<file path="src/rtl/core/trd_pkg.sv">
// Package for the TLV request deframer: byte kinds, phase encoding and
// the per-byte result record. No dependencies.
`timescale 1ns / 1ps

package trd_pkg;

   // Records a frame may hold before the rest of it is dropped
   localparam int unsigned MAX_RECORDS = 8;
   localparam int unsigned REC_CNT_W   = $clog2(MAX_RECORDS + 1);

   // Byte kind codes reported with every byte
   localparam logic [2:0] KIND_INFO    = 3'd0;
   localparam logic [2:0] KIND_BLEN_HI = 3'd1;
   localparam logic [2:0] KIND_BLEN_LO = 3'd2;
   localparam logic [2:0] KIND_TYPE    = 3'd3;
   localparam logic [2:0] KIND_LEN_HI  = 3'd4;
   localparam logic [2:0] KIND_LEN_LO  = 3'd5;
   localparam logic [2:0] KIND_DATA    = 3'd6;
   localparam logic [2:0] KIND_DISCARD = 3'd7;

   // Error codes
   localparam logic ERR_NONE        = 1'b0;
   localparam logic ERR_TOO_MANY    = 1'b1;

   // Role of the next byte, one-hot
   typedef enum logic [7:0] {
      PH_INFO    = 8'b0000_0001,
      PH_BLEN_HI = 8'b0000_0010,
      PH_BLEN_LO = 8'b0000_0100,
      PH_TYPE    = 8'b0000_1000,
      PH_LEN_HI  = 8'b0001_0000,
      PH_LEN_LO  = 8'b0010_0000,
      PH_DATA    = 8'b0100_0000,
      PH_DISCARD = 8'b1000_0000
   } phase_type;

   // Labels for one byte
   typedef struct packed {
      logic [2:0]  byte_kind;
      logic [7:0]  byte_value;
      logic [7:0]  frame_info;
      logic [2:0]  record_index;
      logic [7:0]  record_kind;
      logic [15:0] record_length;
      logic [15:0] data_offset;
      logic        last_of_record;
      logic        last_of_frame;
      logic        error_code;
   } result_type;

endpackage

</file>
<file path="src/rtl/core/trd_parser.sv">
// Frame parser for the TLV request deframer: holds the frame and record
// state and labels one byte per transfer. Depends on trd_pkg.
`timescale 1ns / 1ps

module trd_parser (
   input  logic               clock,
   input  logic               reset,
   input  logic               fire,
   input  logic [7:0]         in_byte,
   input  logic               frame_restart,
   output trd_pkg::result_type result
);
   import trd_pkg::*;

   phase_type              phase_ff, phase_in;
   logic [7:0]             frame_info_ff, frame_info_in;
   logic [15:0]            body_length_ff, body_length_in;
   logic [16:0]            consumed_ff, consumed_in;
   logic [REC_CNT_W-1:0]   rec_count_ff, rec_count_in;
   logic [7:0]             cur_type_ff, cur_type_in;
   logic [15:0]            cur_length_ff, cur_length_in;
   logic [15:0]            data_count_ff, data_count_in;

   phase_type              ph;
   logic                   close;
   logic                   err;
   logic                   last_frame;
   logic [2:0]             kind;
   logic [15:0]            offset;
   logic [15:0]            data_next;
   logic [17:0]            sum;
   logic [REC_CNT_W:0]     rec_next;

   // Decode the byte and compute the next state
   always_comb begin
      ph             = frame_restart ? PH_INFO : phase_ff;
      phase_in       = ph;
      frame_info_in  = frame_info_ff;
      body_length_in = body_length_ff;
      consumed_in    = consumed_ff;
      rec_count_in   = rec_count_ff;
      cur_type_in    = cur_type_ff;
      cur_length_in  = cur_length_ff;
      data_count_in  = data_count_ff;
      close          = 1'b0;
      err            = 1'b0;
      last_frame     = 1'b0;
      kind           = KIND_DISCARD;
      offset         = 16'd0;
      data_next      = data_count_ff + 16'd1;
      case (ph)
         PH_INFO: begin
            kind           = KIND_INFO;
            frame_info_in  = in_byte;
            body_length_in = 16'd0;
            consumed_in    = 17'd0;
            rec_count_in   = '0;
            cur_type_in    = 8'd0;
            cur_length_in  = 16'd0;
            data_count_in  = 16'd0;
            phase_in       = PH_BLEN_HI;
         end
         PH_BLEN_HI: begin
            kind           = KIND_BLEN_HI;
            body_length_in = {in_byte, 8'd0};
            phase_in       = PH_BLEN_LO;
         end
         PH_BLEN_LO: begin
            kind           = KIND_BLEN_LO;
            body_length_in = {body_length_ff[15:8], in_byte};
            if ({body_length_ff[15:8], in_byte} == 16'd0) begin
               last_frame = 1'b1;
               phase_in   = PH_INFO;
            end else begin
               phase_in   = PH_TYPE;
            end
         end
         PH_TYPE: begin
            kind          = KIND_TYPE;
            cur_type_in   = in_byte;
            cur_length_in = 16'd0;
            data_count_in = 16'd0;
            phase_in      = PH_LEN_HI;
         end
         PH_LEN_HI: begin
            kind          = KIND_LEN_HI;
            cur_length_in = {in_byte, 8'd0};
            phase_in      = PH_LEN_LO;
         end
         PH_LEN_LO: begin
            kind          = KIND_LEN_LO;
            cur_length_in = {cur_length_ff[15:8], in_byte};
            if ({cur_length_ff[15:8], in_byte} == 16'd0) begin
               close = 1'b1;
            end else begin
               phase_in = PH_DATA;
            end
         end
         PH_DATA: begin
            kind          = KIND_DATA;
            offset        = data_count_ff;
            data_count_in = data_next;
            close         = (data_next == cur_length_ff);
         end
         default: begin
            kind = KIND_DISCARD;
            err  = 1'b1;
         end
      endcase

      // Close the record: end the frame, move to the next record or drop the rest
      sum      = {1'b0, consumed_ff} + 18'd3 + {2'b00, cur_length_in};
      rec_next = {1'b0, rec_count_ff} + (REC_CNT_W+1)'(1);
      if (close) begin
         if (sum >= {2'b00, body_length_in}) begin
            last_frame = 1'b1;
            phase_in   = PH_INFO;
         end else begin
            consumed_in = sum[16:0];
            if (rec_next >= (REC_CNT_W+1)'(MAX_RECORDS)) begin
               phase_in = PH_DISCARD;
            end else begin
               rec_count_in = rec_next[REC_CNT_W-1:0];
               phase_in     = PH_TYPE;
            end
         end
      end

      // Labels for this byte; an info byte starts at record zero
      result.byte_kind      = kind;
      result.byte_value     = in_byte;
      result.frame_info     = frame_info_in;
      result.record_index   = (err || ph == PH_INFO) ? 3'd0 : 3'(rec_count_ff);
      result.record_kind    = err ? 8'd0 : cur_type_in;
      result.record_length  = err ? 16'd0 : cur_length_in;
      result.data_offset    = offset;
      result.last_of_record = close;
      result.last_of_frame  = last_frame;
      result.error_code     = err ? ERR_TOO_MANY : ERR_NONE;
   end

   // Advance the state on each transfer
   always_ff @(posedge clock) begin
      if (reset) begin
         phase_ff       <= PH_INFO;
         frame_info_ff  <= 8'd0;
         body_length_ff <= 16'd0;
         consumed_ff    <= 17'd0;
         rec_count_ff   <= '0;
         cur_type_ff    <= 8'd0;
         cur_length_ff  <= 16'd0;
         data_count_ff  <= 16'd0;
      end else if (fire) begin
         phase_ff       <= phase_in;
         frame_info_ff  <= frame_info_in;
         body_length_ff <= body_length_in;
         consumed_ff    <= consumed_in;
         rec_count_ff   <= rec_count_in;
         cur_type_ff    <= cur_type_in;
         cur_length_ff  <= cur_length_in;
         data_count_ff  <= data_count_in;
      end
   end

endmodule

</file>
<file path="src/rtl/core/tlv_request_deframer.sv">
// TLV request deframer: usage notes below.
// Top level; depends on trd_pkg and trd_parser.
// ---------------------------------------------------------------------------
// Takes a request stream one byte per transfer on the req_ channel and gives
// one labelled byte per transfer on the rsp_ channel. A frame is an info
// byte, a big-endian 16-bit body length, then records of type byte,
// big-endian 16-bit length and data. req_tuser high marks the byte as the
// info byte of a new frame, abandoning any frame in progress.
// Each byte is reported with its kind, the frame info byte, the record index,
// type and length, its offset in the record, and record/frame end marks
// (frame end on rsp_tlast). After the eighth record of a frame, a further
// record is refused: every byte is reported as discarded with the error flag
// until a restart.
// A byte passes from an input register to a result register, with the parse
// logic between them. The deframer takes one byte per cycle while the
// receiver does not stall, and the parser updates its state on each transfer.
// When the receiver stalls, the result register holds and the input register
// fills; req_tready drops only when both are full.
// Reset clears the pipeline and returns the parser to expect an info byte.
// ---------------------------------------------------------------------------
`timescale 1ns / 1ps

module tlv_request_deframer (
   input  logic        clock,
   input  logic        reset,
   input  logic        req_tvalid,
   output logic        req_tready,
   input  logic [7:0]  req_tdata,   // [7:0] in_byte
   input  logic        req_tuser,   // [0] frame_restart
   output logic        rsp_tvalid,
   input  logic        rsp_tready,
   output logic [63:0] rsp_tdata,   // [7:0] byte_value, [15:8] frame_info,
                                    // [18:16] record_index, [26:19] record_kind,
                                    // [42:27] record_length, [58:43] data_offset,
                                    // [59] last_of_record, [63:60] zero
   output logic [3:0]  rsp_tuser,   // [2:0] byte_kind, [3] error_code
   output logic        rsp_tlast    // last_of_frame
);
   import trd_pkg::*;

   logic        in_valid_ff;
   logic [7:0]  in_byte_ff;
   logic        in_restart_ff;
   logic        out_valid_ff, out_valid_in;
   result_type  out_ff;
   result_type  parsed;
   logic        advance;

   // Move a byte from the input register into the result register
   assign advance    = in_valid_ff && (!out_valid_ff || rsp_tready);
   assign req_tready = !in_valid_ff || advance;

   // Hold the input transfer
   always_ff @(posedge clock) begin
      if (reset) begin
         in_valid_ff <= 1'b0;
      end else if (req_tready) begin
         in_valid_ff <= req_tvalid;
      end
   end

   always_ff @(posedge clock) begin
      if (req_tready && req_tvalid) begin
         in_byte_ff    <= req_tdata;
         in_restart_ff <= req_tuser;
      end
   end

   trd_parser u_parser (
      .clock         (clock),
      .reset         (reset),
      .fire          (advance),
      .in_byte       (in_byte_ff),
      .frame_restart (in_restart_ff),
      .result        (parsed)
   );

   // Result register: load on advance, drop on transfer
   always_comb begin
      out_valid_in = out_valid_ff;
      if (advance) begin
         out_valid_in = 1'b1;
      end else if (rsp_tready) begin
         out_valid_in = 1'b0;
      end
   end

   always_ff @(posedge clock) begin
      if (reset) begin
         out_valid_ff <= 1'b0;
      end else begin
         out_valid_ff <= out_valid_in;
      end
   end

   always_ff @(posedge clock) begin
      if (advance) begin
         out_ff <= parsed;
      end
   end

   assign rsp_tvalid = out_valid_ff;
   assign rsp_tdata  = {4'd0,
                        out_ff.last_of_record,
                        out_ff.data_offset,
                        out_ff.record_length,
                        out_ff.record_kind,
                        out_ff.record_index,
                        out_ff.frame_info,
                        out_ff.byte_value};
   assign rsp_tuser  = {out_ff.error_code, out_ff.byte_kind};
   assign rsp_tlast  = out_ff.last_of_frame;

endmodule
</file>
<file path="config.mk">
export PLATFORM = sky130hd
export DESIGN_NAME = tlv_request_deframer
export DESIGN_NICKNAME = d
export VERILOG_FILES = /design/src/rtl/core/trd_pkg.sv /design/src/rtl/core/trd_parser.sv /design/src/rtl/core/tlv_request_deframer.sv
export SDC_FILE = /design/constraint.sdc
export NUM_CORES = 1
export LEC_CHECK = 0
export ABC_AREA = 1
export BUFFER_PORTS_ARGS = -buffer_cell sky130_fd_sc_hd__buf_4
export CORE_MARGIN = 10
export CORE_UTILIZATION = 38
export DETAILED_ROUTE_END_ITERATION = 8
export SYNTH_ARGS = -nofsm -noshare
export SYNTH_HDL_FRONTEND = slang
export SYNTH_SLANG_ARGS = --single-unit
export TNS_END_PERCENT = 100
</file>
<file path="constraint.sdc">
create_clock -name clock -period 6.75 [get_ports clock]
set_input_delay 0.675 -clock clock [delete_from_list [all_inputs] [get_ports clock]]
set_output_delay 0.675 -clock clock [all_outputs]
set_load 0.05 [all_outputs]
</file>
==> results.sh <==
export IMPL_worstHoldPathType="in -> reg"
export IMPL_setup_violations=0
export IMPL_setup_slack_ns=0.662
export IMPL_initial_utilization_pct=38.8
export IMPL_synth_main_ff_cell="dfxtp_1"
export IMPL_netlist_cell_type_count=44
export IMPL_min_period_over_period_pct=90.2
export IMPL_die_x_um=178
export IMPL_ys_ff_latch=169
export IMPL_drive_gt1_share_pct=10.6
export IMPL_antenna_found_initial=0
export IMPL_period_needed_ns=6.09
export IMPL_syn_area_mm2=0.00949
export IMPL_avgSynthCellArea_um2=7.45
export IMPL_met1_length_um=11700
export IMPL_worstPathRequired_ns=7.12
export IMPL_wl_per_cell_um=15.6
export IMPL_die_y_um=178
export IMPL_drt_first_pass_iters=5
export IMPL_route_met2_wl_um=12400
export IMPL_clkSinkCount=169
export IMPL_area_growth_pct=14.7
export IMPL_vias_per_cell=5.05
export IMPL_start_kind="register"
export IMPL_top_layer_used="met4"
export IMPL_routed_wl_um=26100
export IMPL_path_buf_inv=5
export IMPL_die_area_mm2=0.0317
export IMPL_worstPathArrival_ns=6.46
export IMPL_cts_made_buffers=17
export IMPL_clock_latency_ns=0.44
export IMPL_slew_violations=0
export IMPL_grt_use_total_pct=16.3
export IMPL_slew_headroom_pct=31.3
export IMPL_numPortBuffers=79
export IMPL_cp_slowest_cell="edfxtp_1"
export IMPL_instances_no_fill=1669
export IMPL_ios=84
export IMPL_synthCells=1274
export IMPL_max_clock_freq_mhz=164
export IMPL_route_met3_wl_um=1280
export IMPL_hold_slack_ns=0.413
export IMPL_end_kind="register"
export IMPL_rsz0062_at_grt="false"
export IMPL_crit_fanout=16
export IMPL_yosysWarnings=0
export IMPL_crit_type="reg -> reg"
export IMPL_dp_slack_ns=0.724
export IMPL_finalInstanceArea_mm2=0.0109
export IMPL_drt_iter0_markers=874
export IMPL_tightest_slew_ns=1.02
export IMPL_grt_pass1_wl_um=41000
export IMPL_ant_nets=0
export IMPL_hold_buffers=0
export IMPL_vias=8436
export IMPL_synth_edf_count=74
export IMPL_crit_top_cell="nand2_1"
export IMPL_p_per_area_mw_per_mm2=231
export IMPL_path_clk_slew_ns=0.07
export IMPL_slowest_delay_ns=0.48
export IMPL_post_place_cells=1637
export IMPL_hold_viol=0
export IMPL_cts_tree="done"
export IMPL_postCtsSetupBuffers=0
export IMPL_gp_congestion=0.904
export IMPL_synthArstFlopShare_pct=0
export IMPL_cts_root_buffer="clkbuf_16"
export IMPL_grt_pass1_vias=7748
export IMPL_tns_ns=0
export IMPL_clockBufferDepth=2
export IMPL_drv_cap=0
export IMPL_rows=57
export IMPL_grt_max_degree=90
export IMPL_fin_nets=1397
export IMPL_core_mm2=0.0245
export IMPL_ir_worst_vdd_mv=0.172
export IMPL_critPathTopFamily="simple AND/OR/NAND/NOR gates"
export IMPL_fin_skew_ns=0.0150
export IMPL_outcome="finished clean"
export IMPL_grt_overflow=0
export IMPL_cts_htree_levels=4
export IMPL_dp_hpwl_um=19100
export IMPL_p_leak_nw=5.04
export IMPL_place_area_mm2=0.0103
export IMPL_drcViolationCount=0
export IMPL_synth_seq_area_share_pct=43.5
export IMPL_n_antenna_cell=0
-- cells in the mapped netlist (4+ instances only) --
| library cell | number | area, um^2 |
|---|---|---|
| dfxtp_1 | 95 | 1900 |
| clkbuf_1 | 34 | 128 |
| nor2_1 | 143 | 537 |
| a21oi_1 | 102 | 510 |
| xor2_1 | 9 | 78.8 |
| nor3_1 | 9 | 45.0 |
| inv_2 | 5 | 18.8 |
| nor4_1 | 6 | 37.5 |
| ha_1 | 51 | 638 |
| nand4_1 | 21 | 131 |
| edfxtp_1 | 74 | 2220 |
| o22ai_1 | 33 | 206 |
| buf_2 | 5 | 25.0 |
| buf_4 | 4 | 30.0 |
| o21ai_1 | 7 | 35.0 |
| o21ai_0 | 78 | 390 |
| nand3_1 | 72 | 360 |
| inv_1 | 208 | 781 |
| nor2_4 | 4 | 45.0 |
| xnor2_1 | 5 | 43.8 |
| nand2_1 | 271 | 1020 |
-- path summary, 6_finish.rpt --
path	start	end	slack, ns	depth (start not counted)
setup reg to reg	in_restart_ff	u_parser.consumed_ff[5]	0.66	32
hold / removal	req_tdata[7]	in_byte_ff[7]	0.41	1
setup / recovery	in_restart_ff	u_parser.consumed_ff[5]	0.66	32
hold reg to reg	u_parser.rec_count_ff[3]	u_parser.rec_count_ff[3]	0.44	2
-- per-layer routing --
layer	GRT usage [%]	up-vias
met2	27.0	243
met3	2.62	40
met4	6.63	0
li1	-	4278
met5	0	-
met1	20.7	3875
-- cell type report --
| cell class | count | area, um^2 |
|---|---|---|
| Clock inverter | 15 | 130 |
| Multi-Input combinational cell | 845 | 4350 |
| Inverter | 215 | 812 |
| Clock buffer | 17 | 425 |
| Sequential cell | 169 | 4120 |
| Timing Repair Buffer | 84 | 631 |
| Fill cell | 2459 | 13600 |
| Tap cell | 324 | 405 |
-- registers in the layout, summed over array words and instances (netlist names) --
register / count
u_parser.body_length_ff: 16
rsp_tuser: 4
in_valid_ff: 1
u_parser.cur_type_ff: 8
rsp_tdata: 60
u_parser.rec_count_ff: 4
in_restart_ff: 1
u_parser.cur_length_ff: 16
u_parser.frame_info_ff: 8
in_byte_ff: 8
rsp_tlast: 1
rsp_tvalid: 1
u_parser.data_count_ff: 16
u_parser.phase_ff: 8
u_parser.consumed_ff: 17
-- layout by cell type (no fill, tap or decap), types with 4 or more instances in the layout --
master     Yosys  routed
o21ai_0       78      78
buf_4          4      84
inv_8          0       5
o21ai_1        7       7
inv_4          1       4
xor2_1         9       9
nor4_1         6       6
a21oi_1      102     102
nand4_1       21      21
nand2_2        2       4
inv_6          0       5
dfxtp_1       95      95
nand2_1      271     269
nor2_4         4       4
xnor2_1        5       5
inv_2          5       5
nor3_1         9       9
nor2_1       143     143
nand3_1       72      72
edfxtp_1      74      74
ha_1          51      51
conb_1         1       4
clkbuf_16      0      17
o22ai_1       33      33
inv_1        208     207
-- kinds of logic after synthesis --
family / Yosys count / share of synthesized area [%]
AND/OR/NAND/NOR: 537 / 23.8
adder cells (fa/ha/maj): 52 / 6.94
XOR/XNOR: 14 / 1.29
buffers and inverters: 263 / 10.9
flip-flops: 169 / 43.5
AO/OA/AOI/OAI: 238 / 13.5
other: 1 / 0.0395
-- report_power, final --
part | internal, mW | switching (mW) | leakage [nW]
sequential | 1.12 | 0.0242 | 1.48
clock | 0.489 | 0.466 | 0.279
combinational | 0.115 | 0.302 | 3.28
total | 1.72 | 0.792 | 5.04
-- through the flow --
step,util (%),power [mW]
after floorplan,-,1.47
after global placement,42.2,1.58
after detailed placement,42.2,1.58
after CTS,44.5,2.53
after global routing,44.5,2.62
final,44.5,2.52
-- repair_timing --
| action | 4_1_cts | 5_1_grt |
|---|---|---|
| hold endpoints to repair | 0 | 0 |
| resized for setup | 0 | 1 |
| setup endpoints to repair | 0 | 4 |
No activity file was read; power rests on OpenSTA's default activity.
